===== config.mk =====
export PLATFORM = sky130hd
export DESIGN_NAME = integer_to_padded_ascii
export DESIGN_NICKNAME = d
export VERILOG_FILES = /design/src/hdl/ita_pkg.sv /design/src/hdl/ita_digit.sv /design/src/hdl/integer_to_padded_ascii.sv
export VERILOG_INCLUDE_DIRS = /design/src /design/src/hdl
export SDC_FILE = /design/constraint.sdc
export NUM_CORES = 1
export LEC_CHECK = 0
export BUFFER_PORTS_ARGS = -buffer_cell sky130_fd_sc_hd__buf_2
export CORE_AREA = 2 2 307 279
export DETAILED_ROUTE_END_ITERATION = 10
export DIE_AREA = 0 0 309 281
export PLACE_DENSITY_LB_ADDON = 0.2
export SETUP_SLACK_MARGIN = 0.5
export SYNTH_ARGS = -nofsm -noshare
export SYNTH_HDL_FRONTEND = slang
export SYNTH_SLANG_ARGS = --single-unit

===== constraint.sdc =====
create_clock -name clk -period 10.2 [get_ports clk]
set_input_delay 0 -clock clk [delete_from_list [all_inputs] [get_ports clk]]
set_output_delay 0 -clock clk [all_outputs]
set_load 0.05 [all_outputs]

===== src/hdl/assert_macros.svh =====
// ----------------------------------------------------------------------------
// assert_macros: concurrent assertion helpers
// Clocked on clk, disabled while arst_n is low.
// ----------------------------------------------------------------------------
`ifndef ASSERT_MACROS_SVH
`define ASSERT_MACROS_SVH

// property must hold at every rising edge out of reset
`define ASSERT_CLK(label, prop, msg) \
	label: assert property (@(posedge clk) disable iff (!arst_n) (prop)) else $error(msg);

// expression must never be true
`define ASSERT_NEVER(label, expr, msg) \
	`ASSERT_CLK(label, !(expr), msg)

`endif


===== src/hdl/ita_pkg.sv =====
// ----------------------------------------------------------------------------
// ita_pkg
// Shared types, constants, microcode table and character helpers for the
// integer to padded ASCII converter.
// ----------------------------------------------------------------------------
package ita_pkg;

	localparam int MAX_WIDTH_DEF = 63;
	localparam int NDIG          = 11;
	localparam int NDIG_W        = $clog2(NDIG + 1);
	localparam int PC_W          = 4;

	localparam logic [1:0] RADIX_DEC  = 2'd0;
	localparam logic [1:0] RADIX_OCT  = 2'd1;
	localparam logic [1:0] RADIX_HEX  = 2'd2;
	localparam logic [1:0] RADIX_RSVD = 2'd3;

	localparam logic [31:0] RECIP10 = 32'hCCCC_CCCD;

	localparam logic [7:0] CH_SPACE = 8'h20;
	localparam logic [7:0] CH_ZERO  = 8'h30;
	localparam logic [7:0] CH_MINUS = 8'h2D;
	localparam logic [7:0] CH_PLUS  = 8'h2B;
	localparam logic [7:0] CH_ALPHA = 8'h61;

	localparam logic [PC_W-1:0] STEP_WAIT   = 4'd0;
	localparam logic [PC_W-1:0] STEP_MUL    = 4'd1;
	localparam logic [PC_W-1:0] STEP_DIV    = 4'd2;
	localparam logic [PC_W-1:0] STEP_SETUP  = 4'd3;
	localparam logic [PC_W-1:0] STEP_LEADSP = 4'd4;
	localparam logic [PC_W-1:0] STEP_SIGN   = 4'd5;
	localparam logic [PC_W-1:0] STEP_ZEROS  = 4'd6;
	localparam logic [PC_W-1:0] STEP_DIGITS = 4'd7;
	localparam logic [PC_W-1:0] STEP_TRAIL  = 4'd8;

	typedef enum logic [2:0] {OP_WAIT, OP_MUL, OP_DIV, OP_SETUP, OP_EMIT} op_t;
	typedef enum logic [1:0] {SRC_SPACE, SRC_ZERO, SRC_SIGN, SRC_DIGIT} src_t;
	typedef enum logic [2:0] {EN_ALWAYS, EN_LEADSP, EN_ZPAD, EN_SIGN, EN_LEFT} en_t;
	typedef enum logic [1:0] {CNT_PAD, CNT_ONE, CNT_DIGITS} cnt_t;
	typedef enum logic [1:0] {J_NONE, J_QUOT_NZ, J_ALWAYS} jmp_t;

	typedef struct packed {
		op_t             op;
		src_t            src;
		en_t             en;
		cnt_t            cnt;
		jmp_t            jmp;
		logic [PC_W-1:0] target;
	} ctl_t;

	function automatic ctl_t ucode(input logic [PC_W-1:0] pc);
		ctl_t w;
		w = '{op: OP_WAIT, src: SRC_SPACE, en: EN_ALWAYS, cnt: CNT_ONE,
			jmp: J_NONE, target: STEP_WAIT};
		case (pc)
			STEP_WAIT:   w.op = OP_WAIT;
			STEP_MUL:    w.op = OP_MUL;
			STEP_DIV: begin
				w.op     = OP_DIV;
				w.jmp    = J_QUOT_NZ;
				w.target = STEP_MUL;
			end
			STEP_SETUP:  w.op = OP_SETUP;
			STEP_LEADSP: begin
				w.op  = OP_EMIT;
				w.src = SRC_SPACE;
				w.en  = EN_LEADSP;
				w.cnt = CNT_PAD;
			end
			STEP_SIGN: begin
				w.op  = OP_EMIT;
				w.src = SRC_SIGN;
				w.en  = EN_SIGN;
				w.cnt = CNT_ONE;
			end
			STEP_ZEROS: begin
				w.op  = OP_EMIT;
				w.src = SRC_ZERO;
				w.en  = EN_ZPAD;
				w.cnt = CNT_PAD;
			end
			STEP_DIGITS: begin
				w.op  = OP_EMIT;
				w.src = SRC_DIGIT;
				w.cnt = CNT_DIGITS;
			end
			STEP_TRAIL: begin
				w.op     = OP_EMIT;
				w.src    = SRC_SPACE;
				w.en     = EN_LEFT;
				w.cnt    = CNT_PAD;
				w.jmp    = J_ALWAYS;
				w.target = STEP_WAIT;
			end
			default: begin
				w.jmp    = J_ALWAYS;
				w.target = STEP_WAIT;
			end
		endcase
		return w;
	endfunction

	function automatic logic [7:0] digit_char(input logic [3:0] d);
		logic [7:0] c;
		if (d < 4'd10) begin
			c = CH_ZERO + {4'b0, d};
		end else begin
			c = CH_ALPHA + {4'b0, d} - 8'd10;
		end
		return c;
	endfunction

endpackage


===== src/hdl/ita_digit.sv =====
// ----------------------------------------------------------------------------
// ita_digit
// One radix digit step: quotient and remainder of a 32-bit magnitude by
// 10, 8 or 16. Decimal uses a registered reciprocal product.
// ----------------------------------------------------------------------------
module ita_digit (
	input  logic        clk,
	input  logic        load,
	input  logic [1:0]  radix_sel,
	input  logic [31:0] mag,
	output logic [31:0] quot,
	output logic [3:0]  digit
);
	import ita_pkg::*;

	logic [63:0] prod_s1;
	logic [28:0] q10;
	logic [31:0] q10x10;
	logic [31:0] rem10;

	always_ff @(posedge clk) begin
		if (load) begin
			prod_s1 <= 64'(mag) * 64'(RECIP10);
		end
	end

	always_comb begin
		q10    = prod_s1[63:35];
		q10x10 = {q10, 3'b000} + {2'b00, q10, 1'b0};
		rem10  = mag - q10x10;
		case (radix_sel)
			RADIX_OCT: begin
				quot  = {3'b000, mag[31:3]};
				digit = {1'b0, mag[2:0]};
			end
			RADIX_HEX: begin
				quot  = {4'b0000, mag[31:4]};
				digit = mag[3:0];
			end
			default: begin
				quot  = {3'b000, q10};
				digit = rem10[3:0];
			end
		endcase
	end

endmodule


===== src/hdl/integer_to_padded_ascii.sv =====
// ----------------------------------------------------------------------------
// integer_to_padded_ascii
// printf-style conversion of a signed 32-bit integer to a padded ASCII field.
// ----------------------------------------------------------------------------
// One word in carries a value, a radix, a field width and the zero pad,
// force plus and left justify flags; the block then sends the formatted
// characters one per word, tlast on the final one. A microcoded sequencer
// steps a small datapath: each digit passes the multiply and divide steps in
// the digit unit (reciprocal multiply for decimal, shift for octal and hex),
// then come a setup step and the format phases that send the characters;
// a format phase that is skipped is still stepped through, and two to four
// of them are skipped for each word. The next word is accepted once the
// last character is handed to the output register.
module integer_to_padded_ascii #(
	parameter int MAX_WIDTH = ita_pkg::MAX_WIDTH_DEF
) (
	input  logic        clk,
	input  logic        arst_n,
	input  logic        s_axis_tvalid,
	output logic        s_axis_tready,
	// value[31:0], radix_select[33:32], field_width[40:34], zero_pad[41],
	// plus_flag[42], left_flag[43], zero fill [47:44]
	input  logic [47:0] s_axis_tdata,
	output logic        m_axis_tvalid,
	input  logic        m_axis_tready,
	// out_char[7:0]
	output logic [7:0]  m_axis_tdata,
	output logic        m_axis_tlast
);
	import ita_pkg::*;

	localparam int CW = $clog2(MAX_WIDTH + 1);

	logic [PC_W-1:0]    pc_q;
	logic [31:0]        mag_q;
	logic               neg_q;
	logic               sign_q;
	logic               zpad_q;
	logic               left_q;
	logic [1:0]         radix_q;
	logic [6:0]         width_q;
	logic [NDIG_W-1:0]  nd_q;
	logic [CW-1:0]      cnt_q;
	logic [CW-1:0]      rem_q;
	logic [3:0]         dig_q [NDIG];
	logic               m_valid_q;
	logic [7:0]         m_data_q;
	logic               m_last_q;

	ctl_t               cw;
	logic               s_fire;
	logic               en;
	logic               cnt_nz;
	logic               phase_end;
	logic               active;
	logic               can_emit;
	logic               emit_fire;
	logic               advance;
	logic               take_jump;
	logic [PC_W-1:0]    pc_next;
	logic [31:0]        quot;
	logic [3:0]         digit;
	logic [3:0]         rd_dig;
	logic [7:0]         ch;
	logic [CW-1:0]      wsat;
	logic [CW-1:0]      len;
	logic [31:0]        in_val;

	ita_digit u_digit (
		.clk       (clk),
		.load      (cw.op == OP_MUL),
		.radix_sel (radix_q),
		.mag       (mag_q),
		.quot      (quot),
		.digit     (digit)
	);

	assign s_axis_tready = (pc_q == STEP_WAIT);
	assign s_fire        = s_axis_tvalid && s_axis_tready;
	assign m_axis_tvalid = m_valid_q;
	assign m_axis_tdata  = m_data_q;
	assign m_axis_tlast  = m_last_q;
	assign in_val        = s_axis_tdata[31:0];

	always_comb begin
		cw = ucode(pc_q);
		case (cw.en)
			EN_LEADSP: en = !left_q && !zpad_q;
			EN_ZPAD:   en = !left_q && zpad_q;
			EN_SIGN:   en = sign_q;
			EN_LEFT:   en = left_q;
			default:   en = 1'b1;
		endcase
		case (cw.cnt)
			CNT_PAD: begin
				cnt_nz    = (cnt_q != '0);
				phase_end = (cnt_q == CW'(1));
			end
			CNT_DIGITS: begin
				cnt_nz    = (nd_q != '0);
				phase_end = (nd_q == NDIG_W'(1));
			end
			default: begin
				cnt_nz    = 1'b1;
				phase_end = 1'b1;
			end
		endcase
		rd_dig = dig_q[nd_q - NDIG_W'(1)];
		case (cw.src)
			SRC_ZERO:  ch = CH_ZERO;
			SRC_SIGN:  ch = neg_q ? CH_MINUS : CH_PLUS;
			SRC_DIGIT: ch = digit_char(rd_dig);
			default:   ch = CH_SPACE;
		endcase
		can_emit  = !m_valid_q || m_axis_tready;
		active    = (cw.op == OP_EMIT) && en && cnt_nz;
		emit_fire = active && can_emit;
		case (cw.op)
			OP_WAIT: advance = s_fire;
			OP_EMIT: advance = !active || (emit_fire && phase_end);
			default: advance = 1'b1;
		endcase
		case (cw.jmp)
			J_QUOT_NZ: take_jump = (quot != '0);
			J_ALWAYS:  take_jump = 1'b1;
			default:   take_jump = 1'b0;
		endcase
		if (!advance) begin
			pc_next = pc_q;
		end else if (take_jump) begin
			pc_next = cw.target;
		end else begin
			pc_next = pc_q + PC_W'(1);
		end
		wsat = (width_q > 7'(MAX_WIDTH)) ? CW'(MAX_WIDTH) : CW'(width_q);
		len  = CW'(nd_q) + CW'(sign_q);
	end

	always_ff @(posedge clk or negedge arst_n) begin
		if (!arst_n) begin
			pc_q      <= STEP_WAIT;
			nd_q      <= '0;
			cnt_q     <= '0;
			rem_q     <= '0;
			m_valid_q <= 1'b0;
		end else begin
			pc_q <= pc_next;
			case (cw.op)
				OP_WAIT: begin
					if (s_fire) begin
						nd_q <= '0;
					end
				end
				OP_DIV: begin
					nd_q <= nd_q + NDIG_W'(1);
				end
				OP_SETUP: begin
					cnt_q <= (wsat > len) ? wsat - len : '0;
					rem_q <= (wsat > len) ? wsat : len;
				end
				OP_EMIT: begin
					if (emit_fire) begin
						rem_q <= rem_q - CW'(1);
						if (cw.cnt == CNT_PAD) begin
							cnt_q <= cnt_q - CW'(1);
						end
						if (cw.cnt == CNT_DIGITS) begin
							nd_q <= nd_q - NDIG_W'(1);
						end
					end
				end
				default: begin
				end
			endcase
			if (emit_fire) begin
				m_valid_q <= 1'b1;
			end else if (m_axis_tready) begin
				m_valid_q <= 1'b0;
			end
		end
	end

	always_ff @(posedge clk) begin
		if (s_fire) begin
			neg_q   <= in_val[31];
			mag_q   <= in_val[31] ? (32'd0 - in_val) : in_val;
			radix_q <= s_axis_tdata[33:32];
			width_q <= s_axis_tdata[40:34];
			zpad_q  <= s_axis_tdata[41];
			sign_q  <= in_val[31] || s_axis_tdata[42];
			left_q  <= s_axis_tdata[43];
		end else if (cw.op == OP_DIV) begin
			mag_q <= quot;
		end
		if (cw.op == OP_DIV) begin
			dig_q[nd_q[NDIG_W-1:0]] <= digit;
		end
		if (emit_fire) begin
			m_data_q <= ch;
			m_last_q <= (rem_q == CW'(1));
		end
	end

	`include "assert_macros.svh"

	`ASSERT_CLK(a_idle_all_sent, s_axis_tready |-> (rem_q == '0), "ready with characters owed")
	`ASSERT_NEVER(a_no_extra_char, emit_fire && (rem_q == '0), "character beyond field count")
	`ASSERT_NEVER(a_digit_bound, nd_q > NDIG_W'(NDIG), "digit count overflow")

endmodule

==> results.cfg <==
[worst_setup_path]
critPathArrivalTime_ps = 9390
startpoint = mag_q[9]$_DFFE_PP_
worst_setup_path_start_kind = register
endpoint = u_digit.prod_s1[57]$_DFFE_PN_
crit-reg2reg-launch = mag_q[9]$_DFFE_PP_
worst_r2r_path_depth = 22
crit_required_ps = 10390
worstSetupPathType = reg2reg
r2r-end = u_digit.prod_s1[57]$_DFFE_PN_
reg2reg_slack_ps = 1000
max_stage_delay_ps = 1090
cp_slowest_cell = o21ai_0
endpoint_kind = register
cpMostUsedCell = fa_1
path_max_fanout = 8
crit_chain = ha_1 -> inv_1 -> fa_1 -> inv_1 -> fa_1 -> inv_1 -> fa_1 -> inv_1 -> fa_1 -> fa_1 -> fa_1 -> fa_1 -> ha_1 -> nand2_1 -> nor3_1 -> o2111ai_1 -> a31oi_1 -> o21ai_0 -> o21ai_0 -> a21oi_1 -> o21ai_0 -> xnor2_1

[sta]
rsz0062_at_grt = false
fin_worst_skew_ps = 12.74
finalMaxSlewViolations = 0
setup_viol = 0
period_needed_ps = 9201
worst_slew_pin_slew_ps = 1329
clock.fmax_mhz = 108.7
finalHoldViolCount = 0
fin_setup_tns_ps = 0
fin_ws_ps = 999.3
max-slew-margin-rel_pct = 10.57
period_share_pct = 90.20

[synthesis]
syn_area_per_cell_um2 = 10.12
ys.flop_type = edfxtp_1
synth_cells = 2461
syn_area_um2 = 24910
ys_ff_latch = 147
synth_edf_count = 126
synth_nets = 3276
async_flop_share_pct = 14.29
ys_types = 72
yosys.area.top_type = fa_1
ys_seq_area_share_pct = 17.30
ys_warn_count = 0
post-synth-top-area-fraction_pct = 31.19
synth_area_leaders = fa_1 31%, ha_1 19%, edfxtp_1 15%

[route]
drt_iter0_drc = 1427
wire_per_inst_um = 19.99
viasPerCell = 4.808
drc = 0
wirelength_mm = 73.38
drtAntennaViolNets = 0
vias = 17647
firstDrtPassIters = 6

[clock_tree]
htree_levels = 4
numCtsBuffers = 17
cts.sinks = 147
cts_tree = built
cts.path.max_buffers = 2
cts_root_buf = clkbuf_16
postCtsSetupBuffers = 0
clkSlewWorstSetupHoldPaths_ps = 70
clk_latency_ps = 440

[die]
chipHeight_um = 281
die_x_um = 309
initial_core_util_pct = 29.77
io_pins = 63
core_um2 = 83660
fp-row-count = 101
dieArea_um2 = 86830

[cells_and_area]
drive_gt1_share_pct = 5.284
finish.utilization_pct = 32.71
mostFrequentLayoutCells = 557 x inv_1, 388 x fa_1, 374 x ha_1, 132 x a21oi_1, 126 x edfxtp_1
nets = 3338
area_growth_pct = 9.882
final_common_cell = inv_1
num-fill-cells = 8633

[placement]
port_buffers = 57
gp_congestion = 0.9045
dp_hpwl_mm = 63.63
preCtsSetupSlack_ps = 1444

[status]
outcome = finished, final reports clean

[flow_run]
maxCapViolations = 0

[worst_hold_path]
hold_path_class = in2reg

[grt]
grt_overflow = 0
grt_start_max_net_pins = 68
antenna_found_initial = 0
grt_pass1_vias = 18429
grt_pass1_wl_mm = 113.3
grt_use_total_pct = 17.47
## state kept, by name (all words and copies together), names as in the netlist, 2 cells and up
register         flops
u_digit.prod_s1     29
pc_q                 4
width_q              7
nd_q                 4
mag_q               32
dig_q               44
cnt_q                6
rem_q                6
m_axis_tdata         7
radix_q              2
## area by class of cell
class / count / area, um^2 / area share (%)
Clock buffer: 18 / 429.2 / 1.568
Multi-Input combinational cell: 1699 / 18290 / 66.82
Antenna cell: 1 / 2.502 / 0.009144
Sequential cell: 147 / 4309 / 15.75
Inverter: 558 / 2095 / 7.654
Tap cell: 1133 / 1418 / 5.180
Timing Repair Buffer: 100 / 688.2 / 2.515
Clock inverter: 14 / 140.1 / 0.5121
## routing by layer
metal,global-route usage [%],vias to the layer above,part of all wire (%)
met5,0,-,0
li1,-,8213,-
met2,26.86,432,45
met1,25.83,8949,48
met3,2.813,53,5.6
met4,3.361,0,1.7
## stage by stage
| step | hold WS [ps] | cells | instance area [um^2] |
|---|---|---|---|
| 2_1_floorplan | -295.6 | 2461 | 24910 |
| 3_3_place_gp | -2.204 | 3605 | 26470 |
| 3_5_place_dp | 16.97 | 3605 | 26470 |
| 4_1_cts | 0.6669 | 3669 | 27360 |
| 5_1_grt | 22.33 | 3669 | 27360 |
| 6_report | 10.31 | 3670 | 27370 |
## cells in the mapped netlist, types with 13 or more instances
master and number:
inv_1 557, fa_1 388, ha_1 375, a21oi_1 132, edfxtp_1 126, nand2_1 115, o21ai_0 107, nor2_1 93
xnor2_1 58, xor2_1 55, clkbuf_1 49, a21o_1 43, a22oi_1 29, nor3_1 25, dfrtp_1 21, and2_1 19
nand4_1 19, nand3_1 17, a211oi_1 14, mux2i_1 14, or3_1 13
## critical path, delay by kind of cell, from the launching register on
family,cells,cell delay (ps)
flip-flops,1,700
XOR/XNOR,1,90
adder cells (fa/ha/maj),9,4340
AO/OA/AOI/OAI,6,2630
AND/OR/NAND/NOR,2,820
buffers and inverters,4,340
## worst min-delay path by stage
stage | startpoint | endpoint | slack [ps] | cells after the start
finish | s_axis_tdata[25] | mag_q[25]$_DFFE_PP_ | 10 | 4
global route | s_axis_tdata[25] | mag_q[25]$_DFFE_PP_ | 20 | 4
CTS | s_axis_tdata[12] | mag_q[12]$_DFFE_PP_ | 0.7 | 3
detailed placement | arst_n | cnt_q[3]$_DFFE_PN0P_ | 20 | 1
global placement | arst_n | cnt_q[4]$_DFFE_PN0P_ | -2 | 1
floorplan | arst_n | cnt_q[0]$_DFFE_PN0P_ | -300 | 0
## what timing repair did
action,4_1_cts,5_1_grt
hold buffers,32,0
endpoints found under the setup margin,0,0
gates resized for setup,0,0
hold endpoints to repair,53,0
## logic make-up (layout without fill, tap and decap cells)
kind of cell / count (synthesis) / in the layout / share of synthesized area (%)
AO/OA/AOI/OAI: 425 / 425 / 10.66
XOR/XNOR: 113 / 113 / 3.974
adder cells (fa/ha/maj): 763 / 763 / 50.03
buffers and inverters: 615 / 690 / 9.289
flip-flops: 147 / 147 / 17.30
multiplexers: 28 / 28 / 1.557
other: 2 / 3 / 0.03015
AND/OR/NAND/NOR: 368 / 368 / 7.164
Power is left out: the tool's default activity adds up to more than one toggle a clock period on the data nets, which glitch-free logic cannot reach.
